### src/rsps_pkg.sv
`timescale 1ns / 1ps

package rsps_pkg;

  // Default sizes of the permutation store and of the sample budget.
  localparam int PERM_DEPTH_DEF    = 256;
  localparam int SAMPLE_BUDGET_DEF = 1024;

  // Field widths.
  localparam int WORD_W   = 32;
  localparam int SIZE_W   = 9;
  localparam int MODE_W   = 2;
  localparam int INDEX_W  = 8;
  localparam int ENTRY_W  = 8;
  localparam int STATUS_W = 3;

  // The table size register comes out of reset at 256.
  localparam logic [SIZE_W-1:0] SIZE_RESET = 9'd256;

  // Command modes.
  localparam logic [MODE_W-1:0] MODE_RESTART = 2'd0;
  localparam logic [MODE_W-1:0] MODE_SAMPLE  = 2'd1;
  localparam logic [MODE_W-1:0] MODE_READ    = 2'd2;

  // Result status codes.
  localparam logic [STATUS_W-1:0] ST_OK       = 3'd0;
  localparam logic [STATUS_W-1:0] ST_REJECTED = 3'd1;
  localparam logic [STATUS_W-1:0] ST_COMPLETE = 3'd2;
  localparam logic [STATUS_W-1:0] ST_EXHAUST  = 3'd3;
  localparam logic [STATUS_W-1:0] ST_RANGE    = 3'd4;
  localparam logic [STATUS_W-1:0] ST_RESTART  = 3'd5;

endpackage

### src/rsps_rem.sv
`timescale 1ns / 1ps

// Serial remainder unit: one restoring step per cycle over the 32 bits of
// the dividend. The remainder holds its value until the next start.
module rsps_rem (
  input  logic                         clk,
  input  logic                         rst,
  input  logic                         start,
  input  logic [rsps_pkg::WORD_W-1:0]  dividend,
  input  logic [rsps_pkg::SIZE_W-1:0]  divisor,
  output logic                         done,
  output logic [rsps_pkg::SIZE_W-1:0]  remainder
);
  import rsps_pkg::*;

  localparam int CNT_W = $clog2(WORD_W);

  logic              running;
  logic [CNT_W-1:0]  step;
  logic [WORD_W-1:0] shreg;
  logic [SIZE_W:0]   trial;
  logic [SIZE_W:0]   diff;
  logic              fits;

  // Shift in the next dividend bit and try to subtract the divisor.
  always_comb begin
    trial = {remainder, shreg[WORD_W-1]};
    diff  = trial - {1'b0, divisor};
    fits  = (trial >= {1'b0, divisor});
  end

  // Step sequencing and the partial remainder.
  always_ff @(posedge clk) begin
    if (rst) begin
      running <= 1'b0;
      done    <= 1'b0;
      step    <= '0;
    end else begin
      done <= 1'b0;
      if (start) begin
        running   <= 1'b1;
        step      <= '0;
        shreg     <= dividend;
        remainder <= '0;
      end else if (running) begin
        remainder <= fits ? diff[SIZE_W-1:0] : trial[SIZE_W-1:0];
        shreg     <= {shreg[WORD_W-2:0], 1'b0};
        step      <= step + CNT_W'(1);
        if (step == CNT_W'(WORD_W - 1)) begin
          running <= 1'b0;
          done    <= 1'b1;
        end
      end
    end
  end

endmodule

### src/rejection_sampled_permutation_shuffle.sv
`timescale 1ns / 1ps
// An accepted sample takes the load, 32 steps and finish of the serial remainder unit,
// then the swap states S_RD_HI, S_RD_LO, S_WR_HI and S_WR_LO; a rejected one skips
// the swap. A read passes through S_RD_ENTRY, a restart fills one store entry per
// cycle, and all other commands answer from S_IDLE. A new command is taken in the
// cycle its result shows. Reset (synchronous, rst high) runs the same identity fill,
// busy high throughout it. Results are one-cycle strobes; the receiver cannot stall them.
module rejection_sampled_permutation_shuffle #(
  parameter int PERM_DEPTH    = rsps_pkg::PERM_DEPTH_DEF,
  parameter int SAMPLE_BUDGET = rsps_pkg::SAMPLE_BUDGET_DEF
) (
  input  logic                           clk,
  input  logic                           rst,
  input  logic                           cfg_we,
  input  logic [rsps_pkg::SIZE_W-1:0]    cfg_wdata,
  input  logic                           start,
  output logic                           busy,
  input  logic [rsps_pkg::MODE_W-1:0]    mode,
  input  logic [rsps_pkg::WORD_W-1:0]    random_sample,
  input  logic [rsps_pkg::INDEX_W-1:0]   entry_index,
  output logic                           done,
  output logic [rsps_pkg::STATUS_W-1:0]  status,
  output logic [rsps_pkg::ENTRY_W-1:0]   entry_value,
  output logic                           shuffle_done
);
  import rsps_pkg::*;

  localparam int AW          = $clog2(PERM_DEPTH);
  localparam int DEPTH_BITS  = $clog2(PERM_DEPTH + 1);
  localparam int CW          = (DEPTH_BITS > SIZE_W) ? DEPTH_BITS : SIZE_W;
  localparam int SUW         = $clog2(SAMPLE_BUDGET + 1);
  localparam int RESET_BOUND = (PERM_DEPTH < 256) ? PERM_DEPTH : 256;

  typedef enum logic [7:0] {
    S_FILL     = 8'b0000_0001,
    S_IDLE     = 8'b0000_0010,
    S_DIV      = 8'b0000_0100,
    S_RD_HI    = 8'b0000_1000,
    S_RD_LO    = 8'b0001_0000,
    S_WR_HI    = 8'b0010_0000,
    S_WR_LO    = 8'b0100_0000,
    S_RD_ENTRY = 8'b1000_0000
  } state_t;

  state_t              state;
  logic [SIZE_W-1:0]   table_size;
  logic [SIZE_W-1:0]   bound;
  logic [SUW-1:0]      samples_used;
  logic [AW-1:0]       fill_addr;
  logic                fill_report;
  logic [WORD_W-1:0]   word;
  logic [ENTRY_W-1:0]  hold;

  logic [ENTRY_W-1:0]  perm_store [PERM_DEPTH];
  logic [ENTRY_W-1:0]  rd_data;
  logic                mem_we;
  logic [AW-1:0]       mem_waddr;
  logic [ENTRY_W-1:0]  mem_wdata;
  logic [AW-1:0]       mem_raddr;

  logic                div_start;
  logic                div_done;
  logic [SIZE_W-1:0]   div_rem;

  logic                accept;
  logic [CW-1:0]       active;
  logic                index_ok;
  logic [SIZE_W-1:0]   bound_dec;
  logic [AW-1:0]       hi_addr;
  logic [AW-1:0]       lo_addr;
  logic                swap_ok;
  logic [WORD_W-1:0]   base;
  logic [WORD_W:0]     top_sum;
  logic                reject;
  logic                bound_low;
  logic                budget_spent;

  // Command decode and the rejection test.
  always_comb begin
    accept       = start && (state == S_IDLE);
    busy         = (state != S_IDLE);
    active       = (CW'(table_size) > CW'(PERM_DEPTH)) ? CW'(PERM_DEPTH) : CW'(table_size);
    index_ok     = (CW'(entry_index) < active);
    bound_dec    = bound - SIZE_W'(1);
    bound_low    = (bound <= SIZE_W'(1));
    budget_spent = (samples_used >= SUW'(SAMPLE_BUDGET));
    hi_addr      = AW'(bound_dec);
    lo_addr      = AW'(div_rem);
    swap_ok      = (CW'(bound_dec) < CW'(PERM_DEPTH)) && (CW'(div_rem) < CW'(PERM_DEPTH));
    // The word lies above the last full multiple of the bound exactly when
    // its quotient is the top one and the remainder is not zero.
    base         = word - WORD_W'(div_rem);
    top_sum      = {1'b0, base} + (WORD_W + 1)'(bound);
    reject       = (div_rem != '0) && top_sum[WORD_W];
    div_start    = accept && (mode == MODE_SAMPLE) && !bound_low && !budget_spent;
  end

  // Store port selection for the fill sweep, the swap and the reads.
  always_comb begin
    mem_we    = 1'b0;
    mem_waddr = fill_addr;
    mem_wdata = ENTRY_W'(fill_addr);
    mem_raddr = hi_addr;
    unique case (state)
      S_FILL: begin
        mem_we = 1'b1;
      end
      S_IDLE: begin
        mem_raddr = AW'(entry_index);
      end
      S_RD_LO: begin
        mem_raddr = lo_addr;
      end
      S_WR_HI: begin
        mem_we    = 1'b1;
        mem_waddr = hi_addr;
        mem_wdata = rd_data;
      end
      S_WR_LO: begin
        mem_we    = 1'b1;
        mem_waddr = lo_addr;
        mem_wdata = hold;
      end
      default: begin
        mem_raddr = hi_addr;
      end
    endcase
  end

  // Permutation store with a registered read.
  always_ff @(posedge clk) begin
    if (mem_we) begin
      perm_store[mem_waddr] <= mem_wdata;
    end
    rd_data <= perm_store[mem_raddr];
  end

  rsps_rem u_rem (
    .clk       (clk),
    .rst       (rst),
    .start     (div_start),
    .dividend  (random_sample),
    .divisor   (bound),
    .done      (div_done),
    .remainder (div_rem)
  );

  // Command sequencer and result registers.
  always_ff @(posedge clk) begin
    if (rst) begin
      state        <= S_FILL;
      fill_addr    <= '0;
      fill_report  <= 1'b0;
      bound        <= SIZE_W'(RESET_BOUND);
      samples_used <= '0;
      table_size   <= SIZE_RESET;
      done         <= 1'b0;
    end else begin
      done <= 1'b0;
      if (cfg_we) begin
        table_size <= cfg_wdata;
      end
      unique case (state)
        S_FILL: begin
          fill_addr <= fill_addr + AW'(1);
          if (fill_addr == AW'(PERM_DEPTH - 1)) begin
            state     <= S_IDLE;
            fill_addr <= '0;
            if (fill_report) begin
              done         <= 1'b1;
              status       <= ST_RESTART;
              entry_value  <= '0;
              shuffle_done <= bound_low;
            end
          end
        end
        S_IDLE: begin
          if (start) begin
            word <= random_sample;
            case (mode)
              MODE_RESTART: begin
                state        <= S_FILL;
                fill_report  <= 1'b1;
                bound        <= SIZE_W'(active);
                samples_used <= '0;
              end
              MODE_SAMPLE: begin
                if (bound_low || budget_spent) begin
                  done         <= 1'b1;
                  status       <= bound_low ? ST_COMPLETE : ST_EXHAUST;
                  entry_value  <= '0;
                  shuffle_done <= bound_low;
                end else begin
                  samples_used <= samples_used + SUW'(1);
                  state        <= S_DIV;
                end
              end
              MODE_READ: begin
                if (index_ok) begin
                  state <= S_RD_ENTRY;
                end else begin
                  done         <= 1'b1;
                  status       <= ST_RANGE;
                  entry_value  <= '0;
                  shuffle_done <= bound_low;
                end
              end
              default: begin
                done         <= 1'b1;
                status       <= ST_RANGE;
                entry_value  <= '0;
                shuffle_done <= bound_low;
              end
            endcase
          end
        end
        S_DIV: begin
          if (div_done) begin
            if (reject) begin
              state        <= S_IDLE;
              done         <= 1'b1;
              status       <= ST_REJECTED;
              entry_value  <= '0;
              shuffle_done <= bound_low;
            end else if (swap_ok) begin
              state <= S_RD_HI;
            end else begin
              state        <= S_IDLE;
              bound        <= bound_dec;
              done         <= 1'b1;
              status       <= ST_OK;
              entry_value  <= '0;
              shuffle_done <= (bound_dec <= SIZE_W'(1));
            end
          end
        end
        S_RD_HI: begin
          state <= S_RD_LO;
        end
        S_RD_LO: begin
          // The read data now holds the upper entry of the swap.
          hold  <= rd_data;
          state <= S_WR_HI;
        end
        S_WR_HI: begin
          state <= S_WR_LO;
        end
        S_WR_LO: begin
          state        <= S_IDLE;
          bound        <= bound_dec;
          done         <= 1'b1;
          status       <= ST_OK;
          entry_value  <= '0;
          shuffle_done <= (bound_dec <= SIZE_W'(1));
        end
        S_RD_ENTRY: begin
          state        <= S_IDLE;
          done         <= 1'b1;
          status       <= ST_OK;
          entry_value  <= rd_data;
          shuffle_done <= bound_low;
        end
        default: begin
          state <= S_IDLE;
        end
      endcase
    end
  end

  // A result is only shown once the sequencer is back at rest.
  a_done_idle: assert property (@(posedge clk) disable iff (rst) done |-> !busy)
    else $error("result strobe while the sequencer is busy");

  // Every accepted transaction either finishes at once or keeps the block busy.
  a_accept_progress: assert property (@(posedge clk) disable iff (rst)
    accept |=> (busy || done))
    else $error("accepted transaction neither answered nor in progress");

  // The sample count only grows on an accepted sample transaction.
  a_samples_step: assert property (@(posedge clk) disable iff (rst)
    (!accept && !div_start) |=> (samples_used == $past(samples_used)))
    else $error("sample count changed without a sample transaction");

  // The bound never exceeds the store and the budget is never overrun.
  a_limits: assert property (@(posedge clk) disable iff (rst)
    (CW'(bound) <= CW'(PERM_DEPTH)) && (samples_used <= SUW'(SAMPLE_BUDGET)))
    else $error("bound or sample count out of range");

endmodule
### config.mk
export PLATFORM = sky130hd
export DESIGN_NAME = rejection_sampled_permutation_shuffle
export DESIGN_NICKNAME = d
export VERILOG_FILES = /design/src/rsps_pkg.sv /design/src/rsps_rem.sv /design/src/rejection_sampled_permutation_shuffle.sv
export SDC_FILE = /design/constraint.sdc
export NUM_CORES = 2
export LEC_CHECK = 0
export BUFFER_PORTS_ARGS = -buffer_cell sky130_fd_sc_hd__buf_4
export CORE_ASPECT_RATIO = 0.5
export CORE_MARGIN = 1.5
export CORE_UTILIZATION = 25
export DETAILED_ROUTE_END_ITERATION = 12
export PLACE_DENSITY_LB_ADDON = 0.05
export SYNTH_ARGS = -nofsm -noshare
export SYNTH_HDL_FRONTEND = slang
export SYNTH_SLANG_ARGS = --single-unit
### constraint.sdc
create_clock -name clk -period 7 [get_ports clk]
set_input_delay 1.4 -clock clk [delete_from_list [all_inputs] [get_ports clk]]
set_output_delay 1.4 -clock clk [all_outputs]
set_load 0.01 [all_outputs]
Word-level counts from Yosys, hierarchy flattened
Memories as Yosys holds them, arrays and structs flattened. A register that Yosys moved wholly into a read port is not among the register bits.
Cells that the tools add are included.
Word-level totals
  flip-flop bits (word level): 147
  RAM bits: 2048
  output and inout port bits: 14
  logic and storage cells: 166
  memories kept: 1
Memories
  perm_store: words 256, width 8, rd ports 1, clocked after memory_dff 1, write ports 1, line rejection_sampled_permutation_shuffle.sv:54  | logic [ENTRY_W-1:0] perm_store [PERM_DEPTH];
Cells by class
  add/sub/neg operators: 7
  $lt $le $gt $ge: 8
  eq/ne operators: 28
  mux-type cells: 74
  bitwise operators: 2
  reductions and logical operators: 29
Operator list (number)
  $mux 8: 14
  $mux 9: 8
  $mux 32: 2
  $pmux 8 s2: 3
  $pmux 8 s3: 2
  $pmux 8 s6: 1
  $pmux 8 s5: 1
  $add 32x9->33: 1
  $sub 32x9->32: 1
  $pmux 9 s3: 1
  $mux 1: 24
  $mux 3: 8
  $pmux 11 s2: 1
  $reduce_and 10->1: 2
  $le 9x1->1 const B: 2
  $lt 9x9->1 const B: 2
  $eq 8x8->1 const B: 2
  $ne 2x2->1 const B: 7
  $ne 3x3->1 const B: 4
  $pmux 3 s4: 1
  $reduce_and 6->1: 2
  $add 11x1->11 const B: 1
  $ge 11x11->1 const B: 1
  $mux 11: 1
  41 further kinds: 56

Logic depth before layout (Yosys ltp)
  depth after elaboration: 7
  depth in mapped cells: 20
  gate-level depth less buffers: 19

Hierarchy
A second synthesis with hierarchy kept.
Second synthesis, totals
  cells, all modules: 6812
  area total of the unflattened synthesis: 89936.3 um2
Modules (own cells, without submodules)
  rejection_sampled_permutation_shuffle: instances 1, cells each 6623, area an instance 87448.9 um2
  rsps_rem: instances 1, cells each 189, area an instance 2487.4 um2

Least setup slack after synthesis
OpenSTA, ideal clock, no wires.
  path type: register to register
  start: reg state[0]
  end: mem perm_store[0][5] (data pin)
  library setup time: 865 ps
  data arrival time: 5211 ps
  required time: 6135 ps
  path slack: 925 ps
  cell stages (with the launch flop): 9
  period minus slack after synthesis: 6075 ps
  path through: dfxtp_1 -> or2_2 -> clkbuf_1 -> nor4_1 -> and3_1 -> clkbuf_1 -> clkbuf_1 -> buf_1 -> a221o_1
On the way
  longest elaborated chain between the ends: 2
  elaborated cells between the ends (all ways): 3
  those cells by class: eq/ne: 2; mux: 1
Ends and longest elaborated chain
  start: declaration: line rejection_sampled_permutation_shuffle.sv:45  | state_t state;
  start signal: assignment: line rejection_sampled_permutation_shuffle.sv:151  | state <= S_FILL;
  start signal: assignment: line rejection_sampled_permutation_shuffle.sv:167  | state <= S_IDLE;
  start signal: assignment: line rejection_sampled_permutation_shuffle.sv:182  | state <= S_FILL;
  $eq 8x7->1 / $eq 8x6->1 (equally long branches): line rejection_sampled_permutation_shuffle.sv:104  | unique case (state)
  $pmux 8 s2 (*): line rejection_sampled_permutation_shuffle.sv:104
  net mem_wdata[5]: line rejection_sampled_permutation_shuffle.sv:58  | logic [ENTRY_W-1:0] mem_wdata;
  end: declaration: line rejection_sampled_permutation_shuffle.sv:54
The timed path passes the listed nets; every way through them passes the cells marked *.

Worst setup path after layout
  start: reg bound[1]
  end: reg rd_data[4], read port of perm_store
On the way
  longest elaborated chain between the ends: 2
Ends and longest elaborated chain
  start: declaration: line rejection_sampled_permutation_shuffle.sv:47  | logic [SIZE_W-1:0] bound;
  start signal: assignment: line rejection_sampled_permutation_shuffle.sv:154  | bound <= SIZE_W'(RESET_BOUND);
  start signal: assignment: line rejection_sampled_permutation_shuffle.sv:184  | bound <= SIZE_W'(active);
  start signal: assignment: line rejection_sampled_permutation_shuffle.sv:229  | bound <= bound_dec;
  $sub 9x1->9: line rejection_sampled_permutation_shuffle.sv:84  | bound_dec = bound - SIZE_W'(1);
  $pmux 8 s2: line rejection_sampled_permutation_shuffle.sv:104
  end: declaration: line rejection_sampled_permutation_shuffle.sv:55  | logic [ENTRY_W-1:0] rd_data;
Every way passes these cells.
A chain may end at the register's enable or synchronous reset.

==> impl_results.rst <==
.. list-table::
   :header-rows: 1

   * - Metric
     - Value
   * - Core Area
     - 358000 um^2
   * - Power density over the cells
     - 265 nW/um^2
   * - Slack of the worst reg-to-reg path
     - 1010 ps
   * - Dominant register cell in the synthesized netlist
     - edfxtp_1
   * - Number of vias per cell after detailed routing
     - 4.76
   * - Xor and xnor fraction of the mapped netlist area
     - 0.00368
   * - R2R Path End
     - rd_data[4]
   * - Maximum fanout along the worst path
     - 29
   * - Number of enable flip-flop cells after synthesis
     - 2141
   * - Cells taking the most area after synthesis
     - edfxtp_1 71%, nand2_1 8.3%, nand3_1 4.9%, nor2_1 2.0%, dfxtp_1 1.4%
   * - Number of synthesized register bits
     - 2203
   * - Growth of design area from synthesis to finish
     - 15.6%
   * - Overall routing resource usage
     - 0.183
   * - Clock latency on the worst-skew pair
     - 930 ps
   * - Initial antenna violation count
     - 35
   * - Clk Tree Root Cell
     - clkbuf_16
   * - CP Launch Type
     - register
   * - Portion of netlist area occupied by mux cells
     - 0.0131
   * - Worst min-delay path category
     - reg -> reg
   * - Area share of the largest cell type after synthesis
     - 0.712
   * - Top library cells by usage in the layout, fill and taps aside
     - 2141 x edfxtp_1, 1969 x nand2_1, 882 x nand3_1
   * - PortBufs
     - 68
   * - Worst clock skew
     - 52.9 ps
   * - Number of placed I/O pins
     - 69
   * - Area of the multi-input gates
     - 22800 um^2
   * - Largest buffer count on any clock path
     - 4
   * - First-pass GRT wire length
     - 479 mm
   * - Number of rows created at floorplan
     - 155
   * - Share of cells above drive strength 1
     - 0.0989
   * - Fraction of the mapped netlist area in simple logic gates
     - 0.171
   * - Mean instance size in the synthesized netlist
     - 12.6 um^2
   * - Async set or reset register ratio after synthesis
     - 0
   * - Largest family of logic cells by synthesized area
     - simple AND/OR/NAND/NOR gates
   * - Commonest non-fill, non-tap cell in the layout
     - edfxtp_1
   * - Hold-critical path endpoint
     - samples_used[5]
   * - Maximum number of pins on one net before global-route repair
     - 108
   * - Final critical-path share of the clock period
     - 0.856
   * - Die Ht
     - 428 um
   * - Post-Synthesis Net Count
     - 7299
   * - Setup repair after global routing missed its margin
     - false
   * - Initial DRC count
     - 5185
   * - Required arrival time at the worst endpoint
     - 7810 ps
   * - Cell taking the most area after synthesis
     - edfxtp_1
   * - CTS tree
     - done
   * - Post-route cell area
     - 104000 um^2
   * - Chip width
     - 853 um
   * - Max Slew Vio Count
     - 0
   * - Effective utilization at floorplan
     - 0.252
   * - Routability Congestion
     - 0.754
   * - Hold path startpoint
     - samples_used[5]
   * - Worst Max-Slew Pin Slew
     - 1470 ps
   * - Adder-cell share of the synthesized area
     - 0.00682
   * - Mean routed wirelength per cell
     - 28.0 um
   * - Routed wire length
     - 345 mm
   * - Final net count
     - 7422
   * - Post-CTS setup buffer count
     - 0
   * - Die Footprint
     - 365000 um^2
   * - Post_cts resized
     - 0
   * - Share of the synthesized area in compound gates (AO/OA/AOI/OAI)
     - 0.0539
   * - Leakage
     - 0.0346 uW
   * - Total negative slack
     - 0 ps
   * - # DRC
     - 0
   * - Clock-pin slew on the worst setup and hold paths
     - 60 ps
   * - First-pass iteration count of the detailed router
     - 5
   * - Number of global-route vias before repair
     - 57523
   * - FILL cells
     - 36432
   * - Data arrival, critical path
     - 6800 ps
   * - Max-cap violations
     - 0
   * - Global route total overflow
     - 0
   * - Cell variety after synth
     - 82
   * - Count of warnings emitted by yosys
     - 0
   * - Headroom to the max-slew limit
     - 0.0232
   * - # H-tree levels
     - 4
   * - Worst reg2reg startpoint
     - bound[1]
   * - Post-route antenna net violation count
     - 0
   * - Cell Count Post-Placement
     - 11875
   * - CP Class
     - reg -> reg
   * - Post-synthesis sequential area ratio
     - 0.726
   * - Shortest clock period the worst path allows after layout
     - 5990 ps
   * - Result of the run
     - complete, no violations
   * - Area after DPL
     - 97700 um^2
   * - Hold Violations, Final
     - 0
   * - Tightest hold margin
     - 483 ps
   * - Seq. cell area
     - 65500 um^2
   * - Fmax
     - 167 MHz
   * - Quantity of hold-fixing buffers added after cts
     - 0
   * - Maximum ir drop on the vdd rail
     - 0.197 mV
   * - Final-report setup violation count
     - 0
   * - Number of cells on the worst reg-to-reg path
     - 14
   * - Detailed placer's ending HPWL
     - 210 mm
   * - Final std cells w/o fill
     - 12286
   * - Post-synthesis instance total
     - 7196
   * - Netlist area before placement
     - 90300 um^2
   * - Nature of the critical path endpoint
     - register
   * - Number of CTS-inserted buffers
     - 230
   * - Min-Delay Path Depth
     - 2
   * - Number of vias after detailed routing
     - 58536
   * - Count of clock tree sinks
     - 2203
## cells in the mapped netlist, types with 11 or more instances
library cell  number
a21oi_1          159
o21ai_0           47
and3_1            64
edfxtp_1        2141
a31oi_1          139
xnor2_1           20
a2111oi_0         16
nand4b_1          20
nand4_1           18
a32oi_1           20
xor2_1            18
o22ai_1           19
clkbuf_1         176
nor2_1           479
nor2b_1           21
nand3_1          882
inv_1             36
buf_2            195
a32o_1            33
ha_1              46
a221oi_1          15
or3_1             20
buf_6             27
mux2_2            32
o2111ai_1         18
o211ai_1          43
buf_1             49
dfxtp_1           62
o221ai_1          16
a211oi_1          13
and2_1            18
a311oi_1          82
mux2i_1           82
nand2_1         1996
nor3_1            24
a21o_1            11
## per-stage QoR
step	utilization	total power (uW)	worst slack, ps
after floorplan	-	15400	925
after global placement	0.273	16200	436
after detailed placement	0.273	16200	489
after CTS	0.292	28100	975
after global routing	0.292	28600	902
final	0.292	27700	1010
## worst max-delay path, stage by stage, from the launching register on
cell and delay (ps):
dfxtp_1 540, inv_1 150, ha_1 280, xnor2_1 430, a32oi_1 110, nor2_1 290
a211o_4 550, nand2_2 650, buf_4 410, o221ai_1 200, a2111oi_0 160, buf_4 220
a21oi_1 830, o211ai_1 600, and4_1 360
## power by group
group	total, uW	switching (uW)	internal, uW
registers	14600	69.3	14500
clock network	11800	5440	6360
logic	1250	1000	246
## cell type report
class | instances | area share
Tap cell | 4788 | 0.0573
Timing Repair Buffer | 349 | 0.0310
Sequential cell | 2203 | 0.627
Multi-Input combinational cell | 4499 | 0.218
Antenna cell | 12 | 0.000287
Clock inverter | 95 | 0.00573
Inverter | 36 | 0.00129
Clock buffer | 304 | 0.0592
## cell families (layout without fill, tap and decap cells)
| group | after synthesis | count (layout) |
|---|---|---|
| adders and majority gates | 48 | 48 |
| AOI/OAI and AO/OA | 692 | 692 |
| buffers and inverters | 494 | 784 |
| and+or+nand+nor | 3607 | 3607 |
| xor gates and xnor gates | 38 | 38 |
| DFF | 2203 | 2203 |
| muxes | 114 | 114 |
| other | 0 | 12 |
## state kept, by name, indices dropped and copies added (netlist names), 3 cells and up
register / count
perm_store: 2048
u_rem.shreg: 32
word: 32
samples_used: 11
bound: 9
table_size: 9
u_rem.remainder: 9
entry_value: 8
fill_addr: 8
hold: 8
rd_data: 8
state: 8
u_rem.step: 5
status: 3
## worst max path at each step
stage | startpoint | end | slack [ps] | depth (start not counted)
3_5_place_dp | entry_index[0] | rd_data[6] | 490 | 12
5_1_grt | bound[1] | rd_data[4] | 900 | 14
2_1_floorplan | state[0] | perm_store[0][5] | 920 | 8
4_1_cts | state[5] | rd_data[6] | 980 | 12
3_3_place_gp | entry_index[0] | rd_data[3] | 440 | 12
6_report | bound[1] | rd_data[4] | 1010 | 14
## metal layers
layer | vias to the layer above | track usage | share of wire
met5 | - | 0 | 0
met4 | 0 | 0.0315 | 0.016
met3 | 348 | 0.0231 | 0.044
met2 | 1376 | 0.277 | 0.44
met1 | 30267 | 0.283 | 0.50
li1 | 26545 | - | -
Note: power is estimated with default switching activity, not from simulation.
